[config.mk]
export PLATFORM = sky130hd
export DESIGN_NAME = fire_alarm_level_controller_top
export DESIGN_NICKNAME = d
export VERILOG_FILES = /design/src/hw/rtl/falc_pkg.sv /design/src/hw/rtl/falc_eval.sv /design/src/hw/rtl/fire_alarm_level_controller_top.sv
export SDC_FILE = /design/constraint.sdc
export NUM_CORES = 1
export LEC_CHECK = 0
export BUFFER_PORTS_ARGS = -buffer_cell sky130_fd_sc_hd__buf_2
export CORE_ASPECT_RATIO = 1.5
export CORE_MARGIN = 2
export CORE_UTILIZATION = 25
export DETAILED_ROUTE_END_ITERATION = 6
export SETUP_SLACK_MARGIN = 0.2
export SLEW_MARGIN = 10
export SYNTH_ARGS = -nofsm -noshare
export SYNTH_HDL_FRONTEND = slang
export SYNTH_SLANG_ARGS = --single-unit
[constraint.sdc]
create_clock -name clk -period 6.37 [get_ports clk]
set_input_delay 0.637 -clock clk [delete_from_list [all_inputs] [get_ports clk]]
set_output_delay 0.637 -clock clk [all_outputs]
set_load 0.1 [all_outputs]
[src/hw/rtl/falc_pkg.sv]
`timescale 1ns / 1ps
`default_nettype none

package falc_pkg;

    typedef enum logic [1:0] {
        LVL_NORMAL = 2'd0,
        LVL_GAS    = 2'd1,
        LVL_TEMP   = 2'd2,
        LVL_FIRE   = 2'd3
    } level_t;

    // Configuration register indexes
    localparam logic [2:0] REG_GAS_WARN    = 3'd0;
    localparam logic [2:0] REG_GAS_SAFE    = 3'd1;
    localparam logic [2:0] REG_TEMP_DANGER = 3'd2;
    localparam logic [2:0] REG_TEMP_SAFE   = 3'd3;
    localparam logic [2:0] REG_GAS_HOLD    = 3'd4;
    localparam logic [2:0] REG_BUTTON_HOLD = 3'd5;

    localparam int CFG_IDX_W  = 3;
    localparam int CFG_DATA_W = 16;

    // Reset values of the configuration registers
    localparam logic [11:0] GAS_WARN_RST    = 12'd1800;
    localparam logic [11:0] GAS_SAFE_RST    = 12'd700;
    localparam logic [6:0]  TEMP_DANGER_RST = 7'd40;
    localparam logic [6:0]  TEMP_SAFE_RST   = 7'd35;
    localparam logic [15:0] GAS_HOLD_RST    = 16'd5000;
    localparam logic [15:0] BUTTON_HOLD_RST = 16'd5000;

    // Door flag bit positions
    localparam int DOOR_WINDOW  = 0;
    localparam int DOOR_KITCHEN = 1;
    localparam int DOOR_EXIT    = 2;

    typedef struct packed {
        logic [11:0] gas_warn_level;
        logic [11:0] gas_safe_level;
        logic [6:0]  temp_danger_level;
        logic [6:0]  temp_safe_level;
        logic [15:0] gas_hold_ms;
        logic [15:0] button_hold_ms;
    } cfg_t;

    typedef struct packed {
        logic [11:0] gas_level;
        logic        flame_seen;
        logic        temp_ok;
        logic [7:0]  temperature;
        logic        button_down;
        logic [31:0] now_ms;
    } sample_t;

    typedef struct packed {
        level_t      current_level;
        logic        have_previous;
        logic        fire_latch;
        logic        gas_waiting;
        logic [31:0] gas_safe_start;
        logic        button_tracking;
        logic [31:0] button_press_start;
        logic [2:0]  door_flags;
    } ctl_state_t;

    typedef struct packed {
        level_t alarm_level;
        logic   level_entered;
        logic   window_open;
        logic   kitchen_open;
        logic   exit_open;
        logic   unlock_event;
    } result_t;

endpackage

`default_nettype wire

[src/hw/rtl/falc_eval.sv]
`timescale 1ns / 1ps
`default_nettype none

// One evaluation: button unlock, level choice, door entry actions.
module falc_eval (
    input  falc_pkg::cfg_t       cfg,
    input  falc_pkg::sample_t    sample,
    input  falc_pkg::ctl_state_t state_cur,
    output falc_pkg::ctl_state_t state_nxt,
    output falc_pkg::result_t    result
);
    import falc_pkg::*;

    logic        prev_temp;
    logic        prev_gas;
    logic        temp_hot;
    logic [31:0] btn_start;
    logic [31:0] btn_elapsed;
    logic [31:0] gas_start;
    logic [31:0] gas_elapsed;
    logic        unlock;
    logic        latch_after_unlock;
    level_t      lvl;
    logic        entered;

    always_comb
    begin
        state_nxt = state_cur;
        unlock    = 1'b0;

        // Button hold tracking, only meaningful at fire level
        btn_start   = state_cur.button_tracking ? state_cur.button_press_start : sample.now_ms;
        btn_elapsed = sample.now_ms - btn_start;
        if (state_cur.current_level != LVL_FIRE || !sample.button_down)
        begin
            state_nxt.button_tracking = 1'b0;
        end
        else
        begin
            state_nxt.button_tracking    = 1'b1;
            state_nxt.button_press_start = btn_start;
            if (btn_elapsed >= {16'd0, cfg.button_hold_ms})
            begin
                state_nxt.fire_latch      = 1'b0;
                unlock                    = 1'b1;
                state_nxt.button_tracking = 1'b0;
            end
        end
        latch_after_unlock = state_nxt.fire_latch;

        prev_temp = state_cur.have_previous && (state_cur.current_level == LVL_TEMP);
        prev_gas  = state_cur.have_previous && (state_cur.current_level == LVL_GAS);

        // Signed compare: negative readings never count as hot
        if (prev_temp)
            temp_hot = $signed({sample.temperature[7], sample.temperature})
                       > $signed({2'b00, cfg.temp_safe_level});
        else
            temp_hot = $signed({sample.temperature[7], sample.temperature})
                       >= $signed({2'b00, cfg.temp_danger_level});

        gas_start   = state_cur.gas_waiting ? state_cur.gas_safe_start : sample.now_ms;
        gas_elapsed = sample.now_ms - gas_start;

        priority if (latch_after_unlock)
        begin
            lvl = LVL_FIRE;
        end
        else if (sample.flame_seen)
        begin
            state_nxt.fire_latch = 1'b1;
            lvl                  = LVL_FIRE;
        end
        else if (sample.temp_ok && temp_hot)
        begin
            lvl = LVL_TEMP;
        end
        else if (prev_gas)
        begin
            if (sample.gas_level > cfg.gas_safe_level)
            begin
                state_nxt.gas_waiting = 1'b0;
                lvl                   = LVL_GAS;
            end
            else
            begin
                state_nxt.gas_safe_start = gas_start;
                if (gas_elapsed < {16'd0, cfg.gas_hold_ms})
                begin
                    state_nxt.gas_waiting = 1'b1;
                    lvl                   = LVL_GAS;
                end
                else
                begin
                    state_nxt.gas_waiting = 1'b0;
                    lvl                   = LVL_NORMAL;
                end
            end
        end
        else if (sample.gas_level >= cfg.gas_warn_level)
        begin
            lvl = LVL_GAS;
        end
        else
        begin
            lvl = LVL_NORMAL;
        end

        entered = !state_cur.have_previous || (lvl != state_cur.current_level);

        // Entry actions on the doors
        if (entered)
        begin
            unique case (lvl)
                LVL_NORMAL: state_nxt.door_flags = 3'b000;
                LVL_GAS:    state_nxt.door_flags[DOOR_WINDOW] = 1'b1;
                LVL_TEMP:
                begin
                    state_nxt.door_flags[DOOR_WINDOW]  = 1'b1;
                    state_nxt.door_flags[DOOR_KITCHEN] = 1'b1;
                end
                LVL_FIRE:   state_nxt.door_flags = 3'b111;
                default:    state_nxt.door_flags = 3'b111;
            endcase
        end

        state_nxt.current_level = lvl;
        state_nxt.have_previous = 1'b1;

        result.alarm_level   = lvl;
        result.level_entered = entered;
        result.window_open   = state_nxt.door_flags[DOOR_WINDOW];
        result.kitchen_open  = state_nxt.door_flags[DOOR_KITCHEN];
        result.exit_open     = state_nxt.door_flags[DOOR_EXIT];
        result.unlock_event  = unlock;
    end

endmodule

`default_nettype wire

[src/hw/rtl/fire_alarm_level_controller_top.sv]
`timescale 1ns / 1ps
`default_nettype none

// Channel   Direction  Handshake               Payload
// ------    ---------  ----------------------  ------------------------------------------
// in        input      in_valid / in_stall     gas_level, flame_seen, temp_ok,
//                                              temperature, button_down, now_ms
// out       output     out_valid / out_stall   alarm_level, level_entered, window_open,
//                                              kitchen_open, exit_open, unlock_event
// cfg       input      cfg_we (no wait)        cfg_index, cfg_data
//
// One beat per cycle sustained while out_stall is low. A beat is held in the input
// register; the evaluation logic then updates the controller state and the result
// register at the same edge, so the next beat already sees the new state.
// Each beat passes through the input register and then the result register.
// in_stall rises only when the input register is full and the result register is
// stalled. Reset (rst_n, asynchronous) clears the pipeline, the state and restores
// the default thresholds.
module fire_alarm_level_controller_top (
    input  logic                                clk,
    input  logic                                rst_n,

    input  logic                                cfg_we,
    input  logic [falc_pkg::CFG_IDX_W-1:0]      cfg_index,
    input  logic [falc_pkg::CFG_DATA_W-1:0]     cfg_data,

    input  logic                                in_valid,
    output logic                                in_stall,
    input  logic [11:0]                         gas_level,
    input  logic                                flame_seen,
    input  logic                                temp_ok,
    input  logic signed [7:0]                   temperature,
    input  logic                                button_down,
    input  logic [31:0]                         now_ms,

    output logic                                out_valid,
    input  logic                                out_stall,
    output logic [1:0]                          alarm_level,
    output logic                                level_entered,
    output logic                                window_open,
    output logic                                kitchen_open,
    output logic                                exit_open,
    output logic                                unlock_event
);
    import falc_pkg::*;

    cfg_t       cfg_reg;
    sample_t    sample_reg;
    logic       sample_valid_reg;
    ctl_state_t state_reg;
    ctl_state_t state_next;
    result_t    result_reg;
    result_t    result_next;
    logic       out_valid_reg;
    logic       out_free;
    logic       advance;
    logic       in_take;

    // Result register can take a beat when empty or being drained
    assign out_free = !out_valid_reg || !out_stall;
    assign advance  = sample_valid_reg && out_free;
    assign in_stall = sample_valid_reg && !out_free;
    assign in_take  = in_valid && !in_stall;

    // Configuration writes; out-of-range indexes drop
    always_ff @(posedge clk or negedge rst_n)
    begin
        if (!rst_n)
        begin
            cfg_reg.gas_warn_level    <= GAS_WARN_RST;
            cfg_reg.gas_safe_level    <= GAS_SAFE_RST;
            cfg_reg.temp_danger_level <= TEMP_DANGER_RST;
            cfg_reg.temp_safe_level   <= TEMP_SAFE_RST;
            cfg_reg.gas_hold_ms       <= GAS_HOLD_RST;
            cfg_reg.button_hold_ms    <= BUTTON_HOLD_RST;
        end
        else if (cfg_we)
        begin
            unique case (cfg_index)
                REG_GAS_WARN:    cfg_reg.gas_warn_level    <= cfg_data[11:0];
                REG_GAS_SAFE:    cfg_reg.gas_safe_level    <= cfg_data[11:0];
                REG_TEMP_DANGER: cfg_reg.temp_danger_level <= cfg_data[6:0];
                REG_TEMP_SAFE:   cfg_reg.temp_safe_level   <= cfg_data[6:0];
                REG_GAS_HOLD:    cfg_reg.gas_hold_ms       <= cfg_data;
                REG_BUTTON_HOLD: cfg_reg.button_hold_ms    <= cfg_data;
                default:         ;
            endcase
        end
    end

    // Input register: hold while stalled, refill as it drains
    always_ff @(posedge clk or negedge rst_n)
    begin
        if (!rst_n)
            sample_valid_reg <= 1'b0;
        else if (in_take)
            sample_valid_reg <= 1'b1;
        else if (advance)
            sample_valid_reg <= 1'b0;
    end

    always_ff @(posedge clk)
    begin
        if (in_take)
        begin
            sample_reg.gas_level   <= gas_level;
            sample_reg.flame_seen  <= flame_seen;
            sample_reg.temp_ok     <= temp_ok;
            sample_reg.temperature <= temperature;
            sample_reg.button_down <= button_down;
            sample_reg.now_ms      <= now_ms;
        end
    end

    falc_eval u_eval (
        .cfg       (cfg_reg),
        .sample    (sample_reg),
        .state_cur (state_reg),
        .state_nxt (state_next),
        .result    (result_next)
    );

    // Controller state advances together with the result register
    always_ff @(posedge clk or negedge rst_n)
    begin
        if (!rst_n)
            state_reg <= '0;
        else if (advance)
            state_reg <= state_next;
    end

    always_ff @(posedge clk or negedge rst_n)
    begin
        if (!rst_n)
            out_valid_reg <= 1'b0;
        else if (out_free)
            out_valid_reg <= sample_valid_reg;
    end

    always_ff @(posedge clk)
    begin
        if (advance)
            result_reg <= result_next;
    end

    assign out_valid     = out_valid_reg;
    assign alarm_level   = result_reg.alarm_level;
    assign level_entered = result_reg.level_entered;
    assign window_open   = result_reg.window_open;
    assign kitchen_open  = result_reg.kitchen_open;
    assign exit_open     = result_reg.exit_open;
    assign unlock_event  = result_reg.unlock_event;

endmodule

`default_nettype wire
==> out/summary.txt <==
Critical Path RT -> 6.65 ns
maximum vdd drop -> 0.241 mV
CP max FO -> 28
top post-synthesis cells by count -> nand2_1 (148), ha_1 (137), dfrtp_1 (120)
Nets -> 1670
CP max stage cell -> dfrtp_2
max FFs per register -> 73
Final Skew -> 0.0100 ns
largest area contributor in the netlist -> dfrtp_1
cts bufs inserted -> 23
outcome -> completed
first-pass GRT wire length -> 57300 um
I/O Buffers -> 87
internal power -> 3.12 mW
CP max stage delay -> 0.49 ns
Post-Syn Area -> 13300 um2
row count -> 103
Final Max Tran Viols -> 0
Final Util -> 29.1%
leakage dissipation -> 6.33 nW
post-route cell area -> 15300 um2
clock sink count -> 207
grt ovf -> 0
Clock transition at path regs -> 0.06 ns
min cycle time layout -> 5.74 ns
Clock power frac -> 29.8%
Vias/cell -> 4.86
Seq/Total Area, Yosys -> 41.5%
Synthesis Warnings -> 0
die height -> 287 um
GP Congestion -> 0.902
final hold slack -> 0.160 ns
Final Hold Fails -> 0
Routed Wire Length -> 35700 um
root buffer cell -> clkbuf_16
RSZ-0062 raised after global routing -> no
iteration count of the initial detailed-routing pass -> 6
Avg Inst Size Synth -> 9.66 um2
DRT antenna net count -> 0
combinational fraction of design power -> 28.7%
crit path buf inv count -> 2
WL per Instance -> 16.6 um
Cell variety after synth -> 71
Post-synth EDFFs -> 62
number of global-route vias before repair -> 10600
Starting Density -> 25.3%
ys async rst share -> 70.0%
Clock Latency Late Sink -> 0.53 ns
most frequent cell after synthesis -> nand2_1
largest net degree at the start of global routing -> 91
Worst Hold Class -> in2async
Area after DPL -> 14500 um2
die width -> 192 um
final setup TNS -> 0 ns
Net Switching -> 1.52 mW
gr usage total -> 13.1%
Worst-Margin Slew -> 0.885 ns
CP dominant cell by count -> ha_1
CTS tree -> yes
drc violations -> 0
layout cell share with drive strength beyond 1 -> 14.9%
Slew HR -> 41.0%
Syn Inst Count -> 1378
Critical Path AT -> 6.02 ns
FMAX -> 174 MHz
# setup viols final -> 0
crit end category -> flop
post-synth net total -> 1596
max cap viols -> 0
crit share post-route -> 90.1%
CTS max path bufs -> 3
Final Non-Filler Cells -> 2150
sw frac -> 32.7%
placed cells -> 2107
PwrDens -> 303 nW/um2
Die Footprint -> 55100 um2
leading post-synthesis cells by cell area -> dfrtp_1 (23%), edfxtp_1 (14%), ha_1 (13%), dfstp_2 (4.9%), mux2i_1 (4.9%)
# diodes -> 0
Worst path top cell family by delay -> compound AO/OA/AOI/OAI gates
Ports -> 88
fill count -> 5588
CP Launch Type -> flop
area of the core -> 52600 um2
critical path class -> reg2reg
hold buffers post-CTS -> 0
Iter 0 DRT Violations -> 483
Synth top area share -> 22.6%
flip-flop and latch count after synthesis -> 207
Main synth FF type -> dfrtp_1
cells along the critical path -> buf_6 > mux2i_1 > ha_1 > a21oi_2 > o21ai_0 > o211ai_2 > nand3_1 > xor2_1 > ha_1 > a21o_1 > a21o_1 > a21oi_1 > o21ai_0 > a21oi_1 > o2111ai_1 > nor4_1 > o2111a_2 > a21oi_2 > a21boi_0 > ha_1 > inv_1 > a31oi_1 > a31o_1
initial antenna violation count -> 0
sequential power share -> 41.5%
Final HPWL DP -> 27500 um
Area growth, synth to finish -> 15.0%
via count -> 10500
# H-tree levels -> 1
-- worst register-to-register path: cells and delay by family (launching register included) --
kind / cells / cell delay, ns
AOI/OAI and AO/OA: 14 / 2.51
xor gates and xnor gates: 1 / 0.19
adders and majority gates: 3 / 1.05
buffers and inverters: 2 / 0.43
DFF: 1 / 0.49
muxes: 1 / 0.29
and+or+nand+nor: 2 / 0.54
-- final cells by class --
| cell class | instances | area, um2 | share of cell area (%) |
|---|---|---|---|
| inverter | 87 | 327 | 2.13 |
| timing repair buffer | 98 | 541 | 3.53 |
| clock buffer | 30 | 612 | 4.00 |
| clock inverter | 11 | 154 | 1.01 |
| sequential | 207 | 5530 | 36.1 |
| multi-input combinational | 1035 | 7290 | 47.7 |
| tap | 682 | 853 | 5.57 |
-- path summary, 6_finish.rpt --
| path | start | endpoint | slack (ns) | depth (start not counted) |
|---|---|---|---|---|
| min in group clk | gas_level[2] | sample_reg[45]$_DFFE_PP_ | 0.28 | 1 |
| min | rst_n | state_reg[19]$_DFFE_PN0P_ | 0.16 | 1 |
| max in group asynchronous | rst_n | state_reg[68]$_DFFE_PN0P_ | 4.84 | 2 |
| max reg2reg | state_reg[35]$_DFFE_PN0P_ | exit_open$_DFFE_PP_ | 0.63 | 23 |
| min reg2reg | state_reg[59]$_DFFE_PN0P_ | state_reg[59]$_DFFE_PN0P_ | 0.48 | 2 |
| max | state_reg[35]$_DFFE_PN0P_ | exit_open$_DFFE_PP_ | 0.63 | 23 |
-- cells by family (layout without fill, tap and decap cells) --
group / after synthesis / count (layout) / synth area share [%]
AOI/OAI and AO/OA: 380 / 380 / 17.7
and+or+nand+nor: 363 / 363 / 12.3
DFF: 207 / 207 / 41.5
adders and majority gates: 139 / 139 / 13.2
buffers and inverters: 136 / 226 / 3.95
muxes: 101 / 101 / 7.96
xor gates and xnor gates: 52 / 52 / 3.42
-- power by group through the flow --
| stage | Clock, mW | Sequential (mW) | Combinational, mW |
|---|---|---|---|
| after global placement | 0 | 1.94 | 1.29 |
| after global routing | 1.48 | 1.97 | 1.53 |
| after detailed placement | 0 | 1.95 | 1.33 |
| after CTS | 1.43 | 1.93 | 1.34 |
| after floorplan | 0 | 1.94 | 0.955 |
| final | 1.38 | 1.93 | 1.33 |
-- metrics by stage --
stage / setup slack, ns / total power, mW
after floorplan: 0.926 / 2.90
after global placement: 0.265 / 3.23
after CTS: 0.322 / 4.69
after global routing: 0.201 / 4.97
after detailed placement: 0.153 / 3.28
final: 0.629 / 4.64
-- cell usage in the layout, fill, tap and decap left out, drive strengths merged, types with 6 or more instances in the layout --
master   Yosys  layout
nand2      148     148
mux2        36      36
o2111ai      6       6
o21a        23      23
o21ai      123     123
a211oi      15      15
dfstp       25      25
dfrtp      120     120
o211ai      12      12
nor2b       12      12
xnor2       34      34
nor2        93      93
nor4         6       6
and2         7       7
o21bai       7       7
nand2b      13      13
a31oi       10      10
nor3        15      15
mux2i       65      65
nand3       24      24
a21oi      118     118
a21o        27      27
clkbuf      41      30
clkinv       0       6
inv         87      88
buf          8      98
and3         7       7
ha         137     137
edfxtp      62      62
xor2        18      18
nand4       25      25
-- per-layer routing --
layer	vias up	GRT usage, %	routed length, um
li1	5119	-	-
met1	4983	15.6	14700
met2	271	23.3	17900
met3	81	1.80	1440
met4	0	5.78	1610
met5	-	0	0
-- what timing repair did --
item	4_1_cts	5_1_grt
pin swaps	0	1
endpoints found under the setup margin	2	4
buffers inserted	0	2
gates resized for setup	1	6
Power figures use the tool's default switching activity.
